[config.mk]
export PLATFORM = sky130hd
export DESIGN_NAME = npc_front_flat
export DESIGN_NICKNAME = d
export VERILOG_FILES = /design/src/design/npc_pkg.sv /design/src/design/npc_channels.sv /design/src/design/npc_front.sv /design/src/flat_wrapper.sv
export SDC_FILE = /design/constraint.sdc
export NUM_CORES = 1
export LEC_CHECK = 0
export ABC_CLOCK_PERIOD_IN_PS = 2700
export BUFFER_PORTS_ARGS = -buffer_cell sky130_fd_sc_hd__buf_4
export CAP_MARGIN = 20
export CORE_MARGIN = 1
export CORE_UTILIZATION = 30
export DETAILED_ROUTE_END_ITERATION = 8
export HOLD_SLACK_MARGIN = 0.15
export PLACE_DENSITY = 0.8
export REMOVE_ABC_BUFFERS = 1
export SETUP_SLACK_MARGIN = 0.2
export SLEW_MARGIN = 15
export SYNTH_ARGS = -nofsm -noshare
export SYNTH_HDL_FRONTEND = slang
export SYNTH_SLANG_ARGS = --single-unit
[constraint.sdc]
create_clock -name clock -period 2.7 [get_ports clock]
set_input_delay 0.135 -clock clock [delete_from_list [all_inputs] [get_ports clock]]
set_output_delay 0.135 -clock clock [all_outputs]
set_load 0.1 [all_outputs]
[src/design/npc_pkg.sv]
// Shared types, constants and helpers for the nearest palette color block.
// No dependencies; every other file of the block imports this package.
package npc_pkg;

   // Default palette depth, handed to the top level parameter
   localparam int PALETTE_DEPTH_DEF = 256;

   // Fixed field widths of the channels
   localparam int COMP_W      = 8;
   localparam int IDX_FIELD_W = 8;
   localparam int SIZE_W      = 9;
   localparam int SQ_W        = 2 * COMP_W;
   localparam int DIST_W      = 18;

   // Search start bound, above any real distance
   localparam logic [DIST_W-1:0] DIST_BOUND = DIST_W'(3 * 256 * 256);
   // Largest distance a search can produce
   localparam logic [DIST_W-1:0] DIST_MAX   = DIST_W'(3 * 255 * 255);
   // Palette size after reset
   localparam logic [SIZE_W-1:0] SIZE_RESET = SIZE_W'(256);

   // Depth of the queue between front and back
   localparam int QUEUE_DEPTH = 2;

   // Transaction function codes
   typedef enum logic {
      FUNC_LOAD = 1'b0,
      FUNC_MAP  = 1'b1
   } func_type;

   // Classified item as it travels from front to back
   typedef struct packed {
      func_type               func;
      logic [IDX_FIELD_W-1:0] entry_index;
      logic [COMP_W-1:0]      red;
      logic [COMP_W-1:0]      green;
      logic [COMP_W-1:0]      blue;
      logic [IDX_FIELD_W-1:0] last_index;
   } item_type;

   // Queue fill status seen by both sides
   typedef struct packed {
      logic full;
      logic empty;
   } queue_status_type;

   // Square of the absolute difference of two color components
   function automatic logic [SQ_W-1:0] sq_diff(input logic [COMP_W-1:0] a,
                                               input logic [COMP_W-1:0] b);
      logic [COMP_W-1:0] diff;
      diff = (a >= b) ? (a - b) : (b - a);
      return SQ_W'(diff) * SQ_W'(diff);
   endfunction

endpackage

[src/design/npc_channels.sv]
// Channel interfaces of the nearest palette color block: request, response
// and configuration write. Depends on npc_pkg.
interface npc_req_if import npc_pkg::*; ();
   logic                   valid;
   logic                   ready;
   logic                   func;
   logic [IDX_FIELD_W-1:0] entry_index;
   logic [COMP_W-1:0]      red;
   logic [COMP_W-1:0]      green;
   logic [COMP_W-1:0]      blue;

   modport source (output valid, func, entry_index, red, green, blue, input ready);
   modport sink   (input valid, func, entry_index, red, green, blue, output ready);
endinterface


interface npc_csr_if import npc_pkg::*; ();
   logic              valid;
   logic              ready;
   logic [SIZE_W-1:0] palette_size;

   modport source (output valid, palette_size, input ready);
   modport sink   (input valid, palette_size, output ready);
endinterface

[src/design/npc_front.sv]
// Front end: takes request and configuration transactions, holds palette_size
// and classifies each item for the back end. Depends on npc_pkg, npc_channels.
module npc_front import npc_pkg::*; #(
   parameter int PALETTE_DEPTH = PALETTE_DEPTH_DEF
) (
   input  logic             clock,
   input  logic             reset,
   npc_req_if.sink          req_chan,
   npc_csr_if.sink          csr_chan,
   input  queue_status_type q_status,
   output logic             push,
   output item_type         push_item
);

   logic [SIZE_W-1:0]      size_ff;
   logic [SIZE_W-1:0]      size_in;
   logic [IDX_FIELD_W-1:0] last_index;

   // Take configuration at any time
   assign csr_chan.ready = 1'b1;

   always_comb begin
      size_in = size_ff;
      if (csr_chan.valid) begin
         size_in = csr_chan.palette_size;
      end
   end

   always_ff @(posedge clock) begin
      if (reset) begin
         size_ff <= SIZE_RESET;
      end else begin
         size_ff <= size_in;
      end
   end

   // Clamp the searched range to one .. PALETTE_DEPTH entries
   always_comb begin
      if (size_ff == '0) begin
         last_index = '0;
      end else if (size_ff > SIZE_W'(PALETTE_DEPTH)) begin
         last_index = IDX_FIELD_W'(PALETTE_DEPTH - 1);
      end else begin
         last_index = IDX_FIELD_W'(size_ff - SIZE_W'(1));
      end
   end

   // Push accepted transactions into the queue
   assign req_chan.ready = !q_status.full;
   assign push           = req_chan.valid && !q_status.full;

   always_comb begin
      push_item.func        = func_type'(req_chan.func);
      push_item.entry_index = req_chan.entry_index;
      push_item.red         = req_chan.red;
      push_item.green       = req_chan.green;
      push_item.blue        = req_chan.blue;
      push_item.last_index  = last_index;
   end

endmodule

[src/flat_wrapper.sv]
// flat-port wrapper written by rule: the top's interface ports become plain ports
module npc_front_flat import npc_pkg::*;
#(
   parameter int PALETTE_DEPTH = PALETTE_DEPTH_DEF
)
  (clock, reset, q_status, push, push_item, req_chan_valid, req_chan_func, req_chan_entry_index, req_chan_red, req_chan_green, req_chan_blue, req_chan_ready, csr_chan_valid, csr_chan_palette_size, csr_chan_ready);
  npc_req_if req_chan_i ();
  npc_csr_if csr_chan_i ();
  input  logic clock;
  input  logic reset;
  input  queue_status_type q_status;
  output logic push;
  output item_type push_item;
  input wire logic [$bits(req_chan_i.valid)-1:0] req_chan_valid;
  input wire logic [$bits(req_chan_i.func)-1:0] req_chan_func;
  input wire logic [$bits(req_chan_i.entry_index)-1:0] req_chan_entry_index;
  input wire logic [$bits(req_chan_i.red)-1:0] req_chan_red;
  input wire logic [$bits(req_chan_i.green)-1:0] req_chan_green;
  input wire logic [$bits(req_chan_i.blue)-1:0] req_chan_blue;
  output wire logic [$bits(req_chan_i.ready)-1:0] req_chan_ready;
  input wire logic [$bits(csr_chan_i.valid)-1:0] csr_chan_valid;
  input wire logic [$bits(csr_chan_i.palette_size)-1:0] csr_chan_palette_size;
  output wire logic [$bits(csr_chan_i.ready)-1:0] csr_chan_ready;
  assign req_chan_i.valid = req_chan_valid;
  assign req_chan_i.func = req_chan_func;
  assign req_chan_i.entry_index = req_chan_entry_index;
  assign req_chan_i.red = req_chan_red;
  assign req_chan_i.green = req_chan_green;
  assign req_chan_i.blue = req_chan_blue;
  assign req_chan_ready = req_chan_i.ready;
  assign csr_chan_i.valid = csr_chan_valid;
  assign csr_chan_i.palette_size = csr_chan_palette_size;
  assign csr_chan_ready = csr_chan_i.ready;
  npc_front #(.PALETTE_DEPTH(PALETTE_DEPTH)) u_core (.clock(clock), .reset(reset), .req_chan(req_chan_i), .csr_chan(csr_chan_i), .q_status(q_status), .push(push), .push_item(push_item));
endmodule
==> run_summary.xml <==
<?xml version="1.0" encoding="UTF-8"?>
<metrics>
  <group name="cts">
    <metric name="cts.repair_timing.setup_buffer_count" unit="">0</metric>
    <metric name="cts_tree" unit="">yes</metric>
    <metric name="clock_tree.buffer_depth" unit="">2</metric>
    <metric name="clock_tree_root" unit="">sky130_fd_sc_hd__clkbuf_4</metric>
    <metric name="clkSinkCount" unit="">9</metric>
    <metric name="clk_latency" unit="ns">0.25</metric>
    <metric name="cts.clk_slew.worst_paths" unit="ns">0.06</metric>
    <metric name="htree_num_levels" unit="">1</metric>
    <metric name="cts-buffers-inserted" unit="">3</metric>
  </group>
  <group name="sta">
    <metric name="finalHoldViolations" unit="">0</metric>
    <metric name="timing.final.ws_setup" unit="ns">0.4161</metric>
    <metric name="finalCritPeriodShare" unit="%">84.59</metric>
    <metric name="period_needed" unit="ns">2.284</metric>
    <metric name="rsz0062_at_grt" unit="">false</metric>
    <metric name="finalClockSkew" unit="ns">0</metric>
    <metric name="fmax" unit="GHz">0.4378</metric>
    <metric name="final_max_slew_viol_count" unit="">0</metric>
    <metric name="hold-worst-slack" unit="ns">0.2369</metric>
    <metric name="timing.final.setup_violations" unit="">0</metric>
  </group>
  <group name="setup_path">
    <metric name="timing.critical_path.slowest_cell_delay" unit="ns">0.46</metric>
    <metric name="setup.worst_path.end_class" unit="">output port</metric>
    <metric name="r2r-start" unit="">u_core.size_ff[3]</metric>
    <metric name="regToRegEndpoint" unit="">u_core.size_ff[3]</metric>
    <metric name="worstPathCellList" unit="">inv_1, ha_1, or3b_1, nand2b_4, maj3_2, buf_4</metric>
    <metric name="timing.reg2reg.setup_slack" unit="ns">1.40</metric>
    <metric name="cp_data_required_time" unit="ns">2.57</metric>
    <metric name="cp_top_family" unit="">simple AND/OR/NAND/NOR gates</metric>
    <metric name="path_buf_inv" unit="">2</metric>
    <metric name="cp-start-kind" unit="">flop</metric>
    <metric name="critical_path_arrival" unit="ns">2.15</metric>
    <metric name="critPathSlowestCell" unit="">sky130_fd_sc_hd__or3b_1</metric>
    <metric name="reg2reg_depth" unit="">3</metric>
    <metric name="worst-setup-path-type" unit="">reg2out</metric>
    <metric name="worst-path-max-fanout" unit="">8</metric>
  </group>
  <group name="die">
    <metric name="die_area" unit="mm2">0.003256</metric>
    <metric name="number_of_rows_in_the_core_area" unit="">19</metric>
    <metric name="coreArea" unit="mm2">0.002805</metric>
    <metric name="floorplan.io_pins" unit="">92</metric>
    <metric name="chipHeight" unit="um">57.07</metric>
    <metric name="die_x" unit="um">57.07</metric>
    <metric name="initial_utilization" unit="%">32.43</metric>
  </group>
  <group name="grt">
    <metric name="number_of_antenna_violations_at_the_first_check_in_global_routing" unit="">0</metric>
    <metric name="grt_start_max_net_pins" unit="">12</metric>
    <metric name="grt_pass1_wl" unit="um">4236</metric>
    <metric name="grt-ovfl-total" unit="">0</metric>
    <metric name="track_usage" unit="%">18.31</metric>
    <metric name="first_global_vias" unit="">701</metric>
  </group>
  <group name="final_layout">
    <metric name="flip_flop_count_of_the_largest_register_all_copies_and_words_added" unit="">9</metric>
    <metric name="areaGrowthSynthToFinish" unit="%">6.190</metric>
    <metric name="largest_register" unit="">u_core.size_ff</metric>
    <metric name="drive_above_1_share" unit="%">30.28</metric>
    <metric name="antenna-diode-count" unit="">0</metric>
    <metric name="fin_nets" unit="">160</metric>
    <metric name="largest_registers" unit="">u_core.size_ff (9)</metric>
    <metric name="postLayoutCoreUtil" unit="%">34.43</metric>
  </group>
  <group name="yosys">
    <metric name="async_reset_ff_share" unit="%">0</metric>
    <metric name="synthDominantAreaCellType" unit="">sky130_fd_sc_hd__buf_4</metric>
    <metric name="leading_cell_type_by_number_of_instances_after_synthesis" unit="">sky130_fd_sc_hd__buf_4</metric>
    <metric name="synth_largest_type_area_fraction" unit="%">28.06</metric>
    <metric name="yosys_warnings" unit="">0</metric>
    <metric name="ys_types" unit="">31</metric>
    <metric name="ys_seq_area_share" unit="%">19.81</metric>
    <metric name="synthesis.area" unit="um2">909.6</metric>
    <metric name="post_synth_main_area_contributors" unit="">sky130_fd_sc_hd__buf_4, sky130_fd_sc_hd__dfxtp_1, sky130_fd_sc_hd__mux2i_1</metric>
    <metric name="yosys-top-cells-count" unit="">sky130_fd_sc_hd__buf_4, sky130_fd_sc_hd__nor2_1, sky130_fd_sc_hd__dfxtp_1, sky130_fd_sc_hd__mux2i_1, sky130_fd_sc_hd__inv_1</metric>
    <metric name="syn_inst" unit="">112</metric>
    <metric name="flip_flop_and_latch_count_after_synthesis" unit="">9</metric>
    <metric name="number_of_enable_flip_flop_cells_after_synthesis" unit="">0</metric>
    <metric name="synth.avg_cell_area" unit="um2">8.122</metric>
    <metric name="synthFlopType" unit="">sky130_fd_sc_hd__dfxtp_1</metric>
  </group>
  <group name="routing">
    <metric name="wl_met3" unit="um">694</metric>
    <metric name="dr_total_vias" unit="">742</metric>
    <metric name="detail_route.drc_violations" unit="">10</metric>
    <metric name="drt_iter0_drc" unit="">28</metric>
    <metric name="firstDrtPassIters" unit="">6</metric>
    <metric name="met1_length" unit="um">1143</metric>
    <metric name="wl_per_cell" unit="um">20.50</metric>
    <metric name="routed-wl-met2" unit="um">1032</metric>
    <metric name="dr.max_layer_used" unit="">met3</metric>
    <metric name="via_per_inst" unit="">5.300</metric>
    <metric name="antenna_violating_nets_post_route" unit="">0</metric>
    <metric name="totalWireLength" unit="um">2870</metric>
  </group>
  <group name="status">
    <metric name="result_of_the_run" unit="">finished, violations left</metric>
    <metric name="violations" unit="">DRC</metric>
  </group>
  <group name="placement">
    <metric name="numPortBuffers" unit="">23</metric>
    <metric name="place_hpwl" unit="um">2368</metric>
    <metric name="gpl.final_weighted_congestion" unit="">0.7805</metric>
    <metric name="pre_cts_slack" unit="ns">0.7021</metric>
  </group>
  <group name="job">
    <metric name="maxCapViolations" unit="">0</metric>
  </group>
  <group name="min_path">
    <metric name="worst_hold_path_endpoint" unit="">u_core.size_ff[8]</metric>
    <metric name="min-delay-path-class" unit="">in2reg</metric>
    <metric name="min_delay_path_depth" unit="">3</metric>
    <metric name="worst_hold_startpoint" unit="">csr_chan_valid</metric>
  </group>
  <group name="pwr">
    <metric name="ir_worst_vdd" unit="mV">0.2232</metric>
    <metric name="power_per_cell_area" unit="mW/mm2">539.5</metric>
    <metric name="leakage" unit="nW">0.4267</metric>
  </group>
</metrics>
==> report_power, final <==
part / internal (mW) / switching [mW]
Sequential: 0.141 / 0.0176
Clock: 0.0566 / 0.0413
Combinational: 0.0799 / 0.185
Total: 0.278 / 0.244
==> worst max-delay path by stage <==
stage                       from      endpoint  slack, ns  cells after the start
5_1_grt        u_core.size_ff[0]  push_item[0]       0.28                      6
3_3_place_gp   u_core.size_ff[0]  push_item[1]       0.74                      6
2_1_floorplan  u_core.size_ff[0]  push_item[6]      -0.74                      5
6_report       u_core.size_ff[0]  push_item[0]       0.42                      6
3_5_place_dp   u_core.size_ff[0]  push_item[0]       0.70                      6
4_1_cts        u_core.size_ff[0]  push_item[0]       0.41                      6
==> cells by family (layout without fill, tap and decap cells) <==
family	Yosys count	in the layout	synth area share, %
AOI/OAI and AO/OA	14	14	10.87
and+or+nand+nor	26	26	17.88
DFF	9	9	19.81
adders and majority gates	5	5	6.464
xor gates and xnor gates	2	2	1.926
muxes	8	8	8.804
other	1	1	0.4123
buffers and inverters	47	44	33.84
==> final cells by class <==
type | count | area (um2)
Clock buffer | 4 | 26.28
Fill cell | 306 | 1839
Inverter | 7 | 26.28
Multi-Input combinational cell | 56 | 421.7
Sequential cell | 9 | 180.2
Tap cell | 31 | 38.79
Timing Repair Buffer | 33 | 272.8
==> layer usage <==
layer  GRT usage, %  vias up
met1          22.32      337
met4          5.226        0
met2          21.01       61
met5              0        -
li1               -      344
met3          19.27        0
==> worst min-delay path: stages <==
cell	delay (ns)
sky130_fd_sc_hd__buf_4	0.18
sky130_fd_sc_hd__nand2_1	0.07
sky130_fd_sc_hd__o211ai_1	0.07
==> per-stage QoR <==
step           total power [mW]  TNS [ns]  instances  cell area [um2]
6_report                 0.5211         0        140            965.9
5_1_grt                  0.5538         0        140            965.9
4_1_cts                  0.5289         0        140            965.9
3_5_place_dp             0.4143         0        126            839.6
3_3_place_gp             0.4095         0        126            839.6
2_1_floorplan            0.3557    -1.202         72            628.1
==> cells in the final DEF, fill, tap and decap left out, drive strengths merged, types with 4 or more instances in the layout <==
cell,n
dfxtp,9
buf,23
nor2,10
mux2i,8
nor3,5
clkbuf,4
inv,7
dlygate4sd3,10
==> timing repair <==
| action | 4_1_cts | 5_1_grt |
|---|---|---|
| resized for setup | 0 | 0 |
| hold endpoints to repair | 9 | 0 |
| hold buffers | 10 | 0 |
Note: power is estimated with default switching activity, not from simulation.
