==> src/design/npc_pkg.sv <==
// Shared types, constants and helpers for the nearest palette color block.
// No dependencies; every other file of the block imports this package.
package npc_pkg;

   // Default palette depth, handed to the top level parameter
   localparam int PALETTE_DEPTH_DEF = 256;

   // Fixed field widths of the channels
   localparam int COMP_W      = 8;
   localparam int IDX_FIELD_W = 8;
   localparam int SIZE_W      = 9;
   localparam int SQ_W        = 2 * COMP_W;
   localparam int DIST_W      = 18;

   // Search start bound, above any real distance
   localparam logic [DIST_W-1:0] DIST_BOUND = DIST_W'(3 * 256 * 256);
   // Largest distance a search can produce
   localparam logic [DIST_W-1:0] DIST_MAX   = DIST_W'(3 * 255 * 255);
   // Palette size after reset
   localparam logic [SIZE_W-1:0] SIZE_RESET = SIZE_W'(256);

   // Depth of the queue between front and back
   localparam int QUEUE_DEPTH = 2;

   // Transaction function codes
   typedef enum logic {
      FUNC_LOAD = 1'b0,
      FUNC_MAP  = 1'b1
   } func_type;

   // Classified item as it travels from front to back
   typedef struct packed {
      func_type               func;
      logic [IDX_FIELD_W-1:0] entry_index;
      logic [COMP_W-1:0]      red;
      logic [COMP_W-1:0]      green;
      logic [COMP_W-1:0]      blue;
      logic [IDX_FIELD_W-1:0] last_index;
   } item_type;

   // Queue fill status seen by both sides
   typedef struct packed {
      logic full;
      logic empty;
   } queue_status_type;

   // Square of the absolute difference of two color components
   function automatic logic [SQ_W-1:0] sq_diff(input logic [COMP_W-1:0] a,
                                               input logic [COMP_W-1:0] b);
      logic [COMP_W-1:0] diff;
      diff = (a >= b) ? (a - b) : (b - a);
      return SQ_W'(diff) * SQ_W'(diff);
   endfunction

endpackage

==> src/design/npc_queue.sv <==
// Short queue between front and back so each side stalls on its own.
// Depends on npc_pkg.
module npc_queue import npc_pkg::*; (
   input  logic             clock,
   input  logic             reset,
   input  logic             push,
   input  item_type         push_item,
   input  logic             pop,
   output item_type         pop_item,
   output queue_status_type q_status
);

   localparam int PTR_W = (QUEUE_DEPTH > 1) ? $clog2(QUEUE_DEPTH) : 1;
   localparam int CNT_W = $clog2(QUEUE_DEPTH + 1);

   item_type             store_ff [QUEUE_DEPTH];
   logic [PTR_W-1:0]     wr_ptr_ff;
   logic [PTR_W-1:0]     wr_ptr_in;
   logic [PTR_W-1:0]     rd_ptr_ff;
   logic [PTR_W-1:0]     rd_ptr_in;
   logic [CNT_W-1:0]     count_ff;
   logic [CNT_W-1:0]     count_in;

   assign q_status.full  = (count_ff == CNT_W'(QUEUE_DEPTH));
   assign q_status.empty = (count_ff == '0);
   assign pop_item       = store_ff[rd_ptr_ff];

   // Advance pointers with wrap, track fill level
   always_comb begin
      wr_ptr_in = wr_ptr_ff;
      rd_ptr_in = rd_ptr_ff;
      count_in  = count_ff;
      if (push) begin
         wr_ptr_in = (wr_ptr_ff == PTR_W'(QUEUE_DEPTH - 1)) ? '0 : wr_ptr_ff + PTR_W'(1);
      end
      if (pop) begin
         rd_ptr_in = (rd_ptr_ff == PTR_W'(QUEUE_DEPTH - 1)) ? '0 : rd_ptr_ff + PTR_W'(1);
      end
      if (push && !pop) begin
         count_in = count_ff + CNT_W'(1);
      end else if (pop && !push) begin
         count_in = count_ff - CNT_W'(1);
      end
   end

   always_ff @(posedge clock) begin
      if (reset) begin
         wr_ptr_ff <= '0;
         rd_ptr_ff <= '0;
         count_ff  <= '0;
      end else begin
         wr_ptr_ff <= wr_ptr_in;
         rd_ptr_ff <= rd_ptr_in;
         count_ff  <= count_in;
      end
   end

   // Store payload
   always_ff @(posedge clock) begin
      if (push) begin
         store_ff[wr_ptr_ff] <= push_item;
      end
   end

endmodule

==> config.mk <==
export PLATFORM = sky130hd
export DESIGN_NAME = npc_queue
export DESIGN_NICKNAME = d
export VERILOG_FILES = /design/src/design/npc_pkg.sv /design/src/design/npc_queue.sv
export SDC_FILE = /design/constraint.sdc
export NUM_CORES = 1
export LEC_CHECK = 0
export ABC_CLOCK_PERIOD_IN_PS = 3200
export BUFFER_PORTS_ARGS = -buffer_cell sky130_fd_sc_hd__clkbuf_2
export CAP_MARGIN = 30
export CORE_MARGIN = 1.5
export CORE_UTILIZATION = 50
export CTS_CLUSTER_SIZE = 25
export DETAILED_ROUTE_END_ITERATION = 6
export GPL_ROUTABILITY_DRIVEN = 0
export PLACE_DENSITY = 0.89
export SLEW_MARGIN = 20
export SYNTH_ARGS = -nofsm -noshare
export SYNTH_HDL_FRONTEND = slang
export SYNTH_SLANG_ARGS = --single-unit
export TNS_END_PERCENT = 20
==> constraint.sdc <==
create_clock -name clock -period 3.2 [get_ports clock]
set_input_delay 0.64 -clock clock [delete_from_list [all_inputs] [get_ports clock]]
set_output_delay 0.64 -clock clock [all_outputs]
set_load 0.005 [all_outputs]
==> summary.md, run 1 <==
| Metric | Value |
|---|---|
| Largest fanout on the critical path | `27` |
| CP max stage delay | `750 ps` |
| Critical register-to-register path startpoint | `wr_ptr_ff` |
| Lkg Pwr | `0.00151 uW` |
| Max Buffers Root-to-Sink | `2` |
| Post-CTS sizing | `0` |
| Core box area | `roughly 0.006 mm2` |
| Row Count | `28` |
| N_diodes | `0` |
| Hold Worst Slack | `just under 500 ps` |
| Setup TNS | `0 ps` |
| Share of the synthesized area in the top cell type | `0.780` |
| Vias/cell | `5.02` |
| Initial DRC count | `50` |
| IO Count | `88` |
| Max IR drop VDD | `0.000382 V` |
| CTS sink count | `87` |
| Mapped Nets | `196` |
| Buffer count from post-CTS setup fixing | `0` |
| Clock transition at the registers of the reported paths | `80 ps` |
| Normalized max-slew margin | `0.571` |
| # H-tree levels | `3` |
| WL per Instance | `15.7 um` |
| WP data required | `2560 ps` |
| Clock latency on the worst-skew pair | `between 300 and 400 ps` |
| # fillers | `409` |
| RSZ-0062 raised after global routing | `false` |
| Final design utilization | `0.652` |
| Clock Skews | `5.88 ps` |
| CP bufs+invs | `2` |
| HPWL after DPL | `roughly 3600 um` |
| Final period util | `0.773` |
| Worst-Margin Slew | `643 ps` |
| Vias | `1,643` |
| Post-layout net count | `~290` |
| WL final | `~5000 um` |
| Worst Setup End Kind | `primary output` |
| Avg Cell Area, Syn | `approximately 21 um2` |
| Startpoint Class | `register` |
| Antenna Violating Nets Remaining | `0` |
| Netlist cell types | `16` |
| CTS tree | `built` |
| Area grow syn2layout | `23.8%` |
| Worst hold path class | `primary input to register` |
| First-pass GRT wire length | `7820 um` |
| Grt ovf | `0` |
| # port buffers | `between 80 and 90` |
| Layout cells sized above 1 | `0.579` |
| Max-slew violation count | `0` |
| PwrDens | `610 mW/mm2` |
| All-Layer GR Usage | `0.162` |
| WS Path Type | `register to primary output` |
| CP delay by family, top | `flip-flops` |
| Root buffer cell | `clkbuf_8` |
| Hold_buf cts | `0` |
| Final Hold Vio Count | `0` |
| Data arrival time of the worst path | `1830 ps` |
| Status | `finished clean` |
| F_max | `404 MHz` |
| Total power | `2380 uW` |
| Vias in the first global route | `1,724` |
| Number of remaining DRC errors | `0` |
| Worst Min Path Start | `push_item[8]` |
| Final setup vio count | `0` |
| Initial antenna violation count | `0` |
| Mapped Cells | `150` |
| TritonRoute pass-1 iters | `4` |
| Sequential fraction of the synthesis area | `0.812` |
| Minimum clock period | `2470 ps` |
| Die height | `82.5 um` |
| Crit path max-delay cell type | `dfxtp_2` |
| Syn Std Cell Area | `0.00316 mm2` |
| Largest area contributor in the netlist | `edfxtp_1` |
| Total CTS buffers | `9` |
| Synth warn | `0` |
| Dominant cells by area after synthesis | `edfxtp_1, mux2_2, dfxtp_1, mux2_1, buf_2` |
| Die area | `around 0.007 mm2` |
| Initial Util | `0.527` |
| Seq cells post-synth | `87` |
| Die X | `about 82 um` |
| Pin count of the biggest net entering global routing | `28` |
| Crit-path cells | `buf_4, mux2_2, clkbuf_2` |
| Maxcap violations | `0` |
sequential cells by signal, indices dropped and copies added, names as in the netlist, named ones only:
signal,flops
count_ff,2
rd_ptr_ff,1
store_ff,82
wr_ptr_ff,1
stage by stage:
| step | setup slack, ps | std cells | area (um2) |
|---|---|---|---|
| final | 727 | 327 | 3910 |
| after global routing | 583 | 327 | 3910 |
| after CTS | 678 | 327 | 3910 |
| after detailed placement | 1060 | 311 | 3700 |
| after global placement | 1070 | 311 | 3700 |
| after floorplan | 284 | 150 | 3160 |
final timing paths:
kind / to / slack (ps) / depth (start not counted)
max: pop_item[25] / 730 / 3
min: store_ff[0][8] / 490 / 1
max reg2reg: store_ff[1][18] / 1580 / 2
min reg2reg: register / 520 / 2
report_power, final:
group          internal [uW]  leakage [uW]  total [uW]  switching (uW)
registers               1320      0.000811        1360            33.2
logic                    130      0.000594         237             108
clock network            440      0.000101         789             350
total                   1890       0.00151        2380             490
final cells by class:
class | count | area (um2) | share of cell area
Clock inverter | 4 | 72.6 | 0.0186
Timing Repair Buffer | 91 | 465 | 0.119
Clock buffer | 12 | 135 | 0.0346
Inverter | 1 | 3.75 | 0.000960
Sequential cell | 87 | 2560 | 0.656
Tap cell | 75 | 93.8 | 0.0240
Multi-Input combinational cell | 57 | 574 | 0.147
cells in the mapped netlist:
cell      count
nor2_1        5
mux2_1        3
or3_1         1
and2b_2       1
inv_1         1
buf_2         5
edfxtp_1     82
a21oi_1       1
and2_1        1
xnor2_1       2
nor2b_1       1
mux2_2       38
ha_1          1
xor2_1        2
o21ai_0       1
dfxtp_1       5
layer usage:
metal | GRT usage | vias to the layer above | wire length (um)
met5 | 0 | - | 0
met4 | 0.0627 | 0 | 78
met3 | 0.0527 | 9 | 326
met2 | 0.272 | 70 | 2660
met1 | 0.193 | 789 | 2070
li1 | - | 775 | -
cell families (layout without fill, tap and decap cells):
family,after synthesis,count (layout),synth area share
AO/OA/AOI/OAI,2,2,0.00317
XOR/XNOR,4,4,0.0111
adder cells (fa/ha/maj),1,1,0.00396
buffers and inverters,6,108,0.00911
flip-flops,87,87,0.812
multiplexers,41,41,0.146
AND/OR/NAND/NOR,9,9,0.0147
placed cells by master (no fill, tap or decap):
| cell type | count |
|---|---|
| inv_1 | 1 |
| buf_4 | 4 |
| mux2_2 | 38 |
| clkinvlp_4 | 1 |
| bufinv_16 | 2 |
| and2_2 | 1 |
| nor2b_4 | 1 |
| and2b_2 | 1 |
| clkbuf_8 | 9 |
| edfxtp_1 | 82 |
| ha_1 | 1 |
| xor2_1 | 2 |
| a21oi_1 | 1 |
| dfxtp_1 | 4 |
| or3_1 | 1 |
| clkbuf_1 | 3 |
| o21ai_0 | 1 |
| nor2_1 | 5 |
| mux2_1 | 3 |
| xnor2_1 | 2 |
| dfxtp_2 | 1 |
| clkinv_2 | 1 |
| clkbuf_2 | 87 |
Power figures use the tool's default switching activity.
==> run 2, diff against run 1 <==
--- a/config.mk
+++ b/config.mk
@@ -5,15 +5,16 @@
 export SDC_FILE = /design/constraint.sdc
 export NUM_CORES = 1
 export LEC_CHECK = 0
-export ABC_CLOCK_PERIOD_IN_PS = 3200
+export ABC_AREA = 1
+export ABC_CLOCK_PERIOD_IN_PS = 2200
 export BUFFER_PORTS_ARGS = -buffer_cell sky130_fd_sc_hd__clkbuf_2
 export CAP_MARGIN = 30
 export CORE_MARGIN = 1.5
-export CORE_UTILIZATION = 50
+export CORE_UTILIZATION = 47
 export CTS_CLUSTER_SIZE = 25
 export DETAILED_ROUTE_END_ITERATION = 6
 export GPL_ROUTABILITY_DRIVEN = 0
-export PLACE_DENSITY = 0.89
+export PLACE_DENSITY = 0.87
 export SLEW_MARGIN = 20
 export SYNTH_ARGS = -nofsm -noshare
 export SYNTH_HDL_FRONTEND = slang
==> constraint.sdc (replaced) <==
create_clock -name clock -period 2.2 [get_ports clock]
set_input_delay 0.44 -clock clock [delete_from_list [all_inputs] [get_ports clock]]
set_output_delay 0.44 -clock clock [all_outputs]
set_load 0.005 [all_outputs]
==> run 2 against run 1 <==
Compared with the run above: synthesized cell count rose by 7.3%; critical endpoint is now pop_item[20]; largest power group unchanged; sequential share of layout area shrank 3.5 points; synthesized area up 7.5%; power rose by 45%; combinational power rose by 73%; largest cell class unchanged.
==> summary.md, run 2 <==
| Metric | Value |
|---|---|
| Synth Flop Type | `edfxtp_1` |
| Syn Std Cell Area | `0.00339 mm2 (+7.5%)` |
| WP data required | `1760 ps (-800 ps)` |
| Worst hold path class | `primary input to register` |
| # fillers | `513 (+25%)` |
| WL final | `5150 um (+0.19%)` |
| Critical register-to-register path startpoint | `wr_ptr_ff` |
| N_diodes | `0 (unchanged)` |
| Buffer count from post-CTS setup fixing | `0 (unchanged)` |
| Synth warn | `0 (unchanged)` |
| Cell area after layout | `0.00413 mm2 (+5.7%)` |
| Pin count of the biggest net entering global routing | `42 (+50%)` |
| Post-CTS sizing | `0 (unchanged)` |
| Antenna Violating Nets Remaining | `0 (unchanged)` |
| First-pass GRT wire length | `7950 um (+1.6%)` |
| Hold Worst Slack | `291 ps (-197 ps)` |
| Most frequent cells in the layout | `clkbuf_2, edfxtp_1, mux2_4` |
| Minimum clock period | `1840 ps` |
| Normalized max-slew margin | `0.756 (+0.185)` |
| Clock latency on the worst-skew pair | `330 ps (about the same)` |
| CTS sink count | `87 (unchanged)` |
| Most frequent cell after synthesis | `edfxtp_1` |
| Setup TNS | `0 ps (unchanged)` |
| Layout cells sized above 1 | `0.557 (-0.0225)` |
| Core box area | `0.00687 mm2 (+15%)` |
| IO Count | `88 (unchanged)` |
| Vias in the first global route | `1,753 (+1.7%)` |
| Area grow syn2layout | `21.8%` |
| Number of flops mapped to enable cells by yosys | `82 (unchanged)` |
| CTS tree | `built` |
| Register-to-Register Setup Slack | `890 ps (-690 ps)` |
| Mapped Nets | `207 (+5.6%)` |
| All-Layer GR Usage | `0.142 (-0.0197)` |
| Worst-Margin Slew | `364 ps (-279 ps)` |
| Final period util | `0.837` |
| Final Hold Vio Count | `0 (unchanged)` |
| Area after DPL | `0.00393 mm2 (+6.1%)` |
| TritonRoute pass-1 iters | `4 (unchanged)` |
| HPWL after DPL | `3680 um (+1.4%)` |
| Hold_buf cts | `0 (unchanged)` |
| Grt ovf | `0 (unchanged)` |
| Die X | `88.0 um (+6.7%)` |
| Max IR drop VDD | `0.000470 V (+23%)` |
| Die area | `0.00774 mm2 (+14%)` |
| Clock transition at the registers of the reported paths | `80 ps (about the same)` |
| # H-tree levels | `3 (unchanged)` |
| Leading cell types by count after synthesis | `edfxtp_1, mux2_4, inv_1` |
| Max reg flops | `82 (unchanged)` |
| Pre-CTS setup slack | `581 ps (-476 ps)` |
| Sequential fraction of the synthesis area | `0.755 (-0.0563)` |
| Commonest non-fill, non-tap cell in the layout | `clkbuf_2` |
| Row Count | `30 (+7.1%)` |
| Startpoint Class | `register` |
| Mapped Cells | `161 (+7.3%)` |
| Vias | `1,680 (+2.3%)` |
| Vias/cell | `4.67 (-7.1%)` |
| Lkg Pwr | `0.00170 uW (+13%)` |
| Final setup vio count | `0 (unchanged)` |
| Root buffer cell | `clkbuf_8` |
| Largest area contributor in the netlist | `edfxtp_1` |
| Max Buffers Root-to-Sink | `2 (unchanged)` |
| Netlist cell types | `16 (unchanged)` |
| Clock Skews | `9.23 ps (+3.35 ps)` |
| Largest regs | `store_ff x82, count_ff x2` |
| Largest fanout on the critical path | `29 (+7.4%)` |
| Status | `finished clean` |
| Setup WS post-layout | `358 ps (-369 ps)` |
| Synth async-reset ratio | `0 (unchanged)` |
| Avg Cell Area, Syn | `21.1 um2 (+0.11%)` |
| Initial DRC count | `94 (+88%)` |
| Share of the synthesized area in the top cell type | `0.726 (-0.0541)` |
| Initial antenna violation count | `0 (unchanged)` |
| Dominant cells by area after synthesis | `edfxtp_1, mux2_4, dfxtp_1, buf_12, inv_1` |
| # port buffers | `87 (unchanged)` |
| WL per Instance | `14.3 um (-9.0%)` |
| Initial Util | `0.494 (-0.0331)` |
| Worst Min Path Start | `push_item[28]` |
| RSZ-0062 raised after global routing | `false` |
| PwrDens | `838 mW/mm2 (+37%)` |
| Post-layout net count | `305 (+4.1%)` |
| Total CTS buffers | `9 (unchanged)` |
| Seq cells post-synth | `87 (unchanged)` |
| WS Path Type | `register to primary output` |
| Maxcap violations | `0 (unchanged)` |
| Worst Setup End Kind | `primary output` |
| Number of remaining DRC errors | `0 (unchanged)` |
| F_max | `543 MHz` |
| Max-slew violation count | `0 (unchanged)` |
| Die height | `88.0 um (+6.7%)` |
| Data arrival time of the worst path | `1400 ps (-430 ps)` |
| Total power | `3460 uW (+45%)` |
| Largest reg by FF count | `store_ff` |
-- run 2: cells by family (layout without fill, tap and decap cells) --
kind of cell,Yosys count,in the layout,share of synthesized area
AO/OA/AOI/OAI,2,2,0.00295
AND/OR/NAND/NOR,15,15,0.0181
flip-flops,87,87,0.755
adder cells (fa/ha/maj),1,1,0.00369
XOR/XNOR,1,1,0.00258
multiplexers,41,41,0.180
buffers and inverters,14,117,0.0369
-- run 2: worst paths after layout --
| kind | end | depth (start not counted) |
|---|---|---|
| max reg2reg | store_ff[0][14] | 2 |
| min | store_ff[1][28] | 1 |
| min reg2reg | rd_ptr_ff | 2 |
| max | pop_item[20] | 3 |
-- run 2: cell type report --
class	count	area, um2	area share
Timing Repair Buffer	92	498	0.121
Sequential cell	87	2560	0.621
Inverter	9	33.8	0.00818
Multi-Input combinational cell	60	712	0.172
Clock buffer	10	128	0.0309
Clock inverter	6	75.1	0.0182
Tap cell	96	120	0.0291
-- run 2: where the power goes --
group,switching (uW),internal [uW]
Combinational,178,232
Clock,488,625
Sequential,27.0,1910
-- run 2: per-layer routing --
| layer | global-route usage | up-vias | part of all wire |
|---|---|---|---|
| met3 | 0.0537 | 10 | 0.075 |
| met4 | 0.0693 | 0 | 0.014 |
| met1 | 0.151 | 813 | 0.38 |
| met2 | 0.248 | 53 | 0.53 |
| met5 | 0 | - | 0 |
| li1 | - | 804 | - |
-- run 2: stage by stage --
step | utilization | std cells
3_3_place_gp | 0.572 | 344
3_5_place_dp | 0.572 | 344
6_report | 0.601 | 360
4_1_cts | 0.601 | 360
5_1_grt | 0.601 | 360
2_1_floorplan | - | 161
-- run 2: critical path, cell delays in order (launching register included) --
cell	delay, ps
dfxtp_2	360
buf_12	230
mux2_2	360
clkbuf_2	110
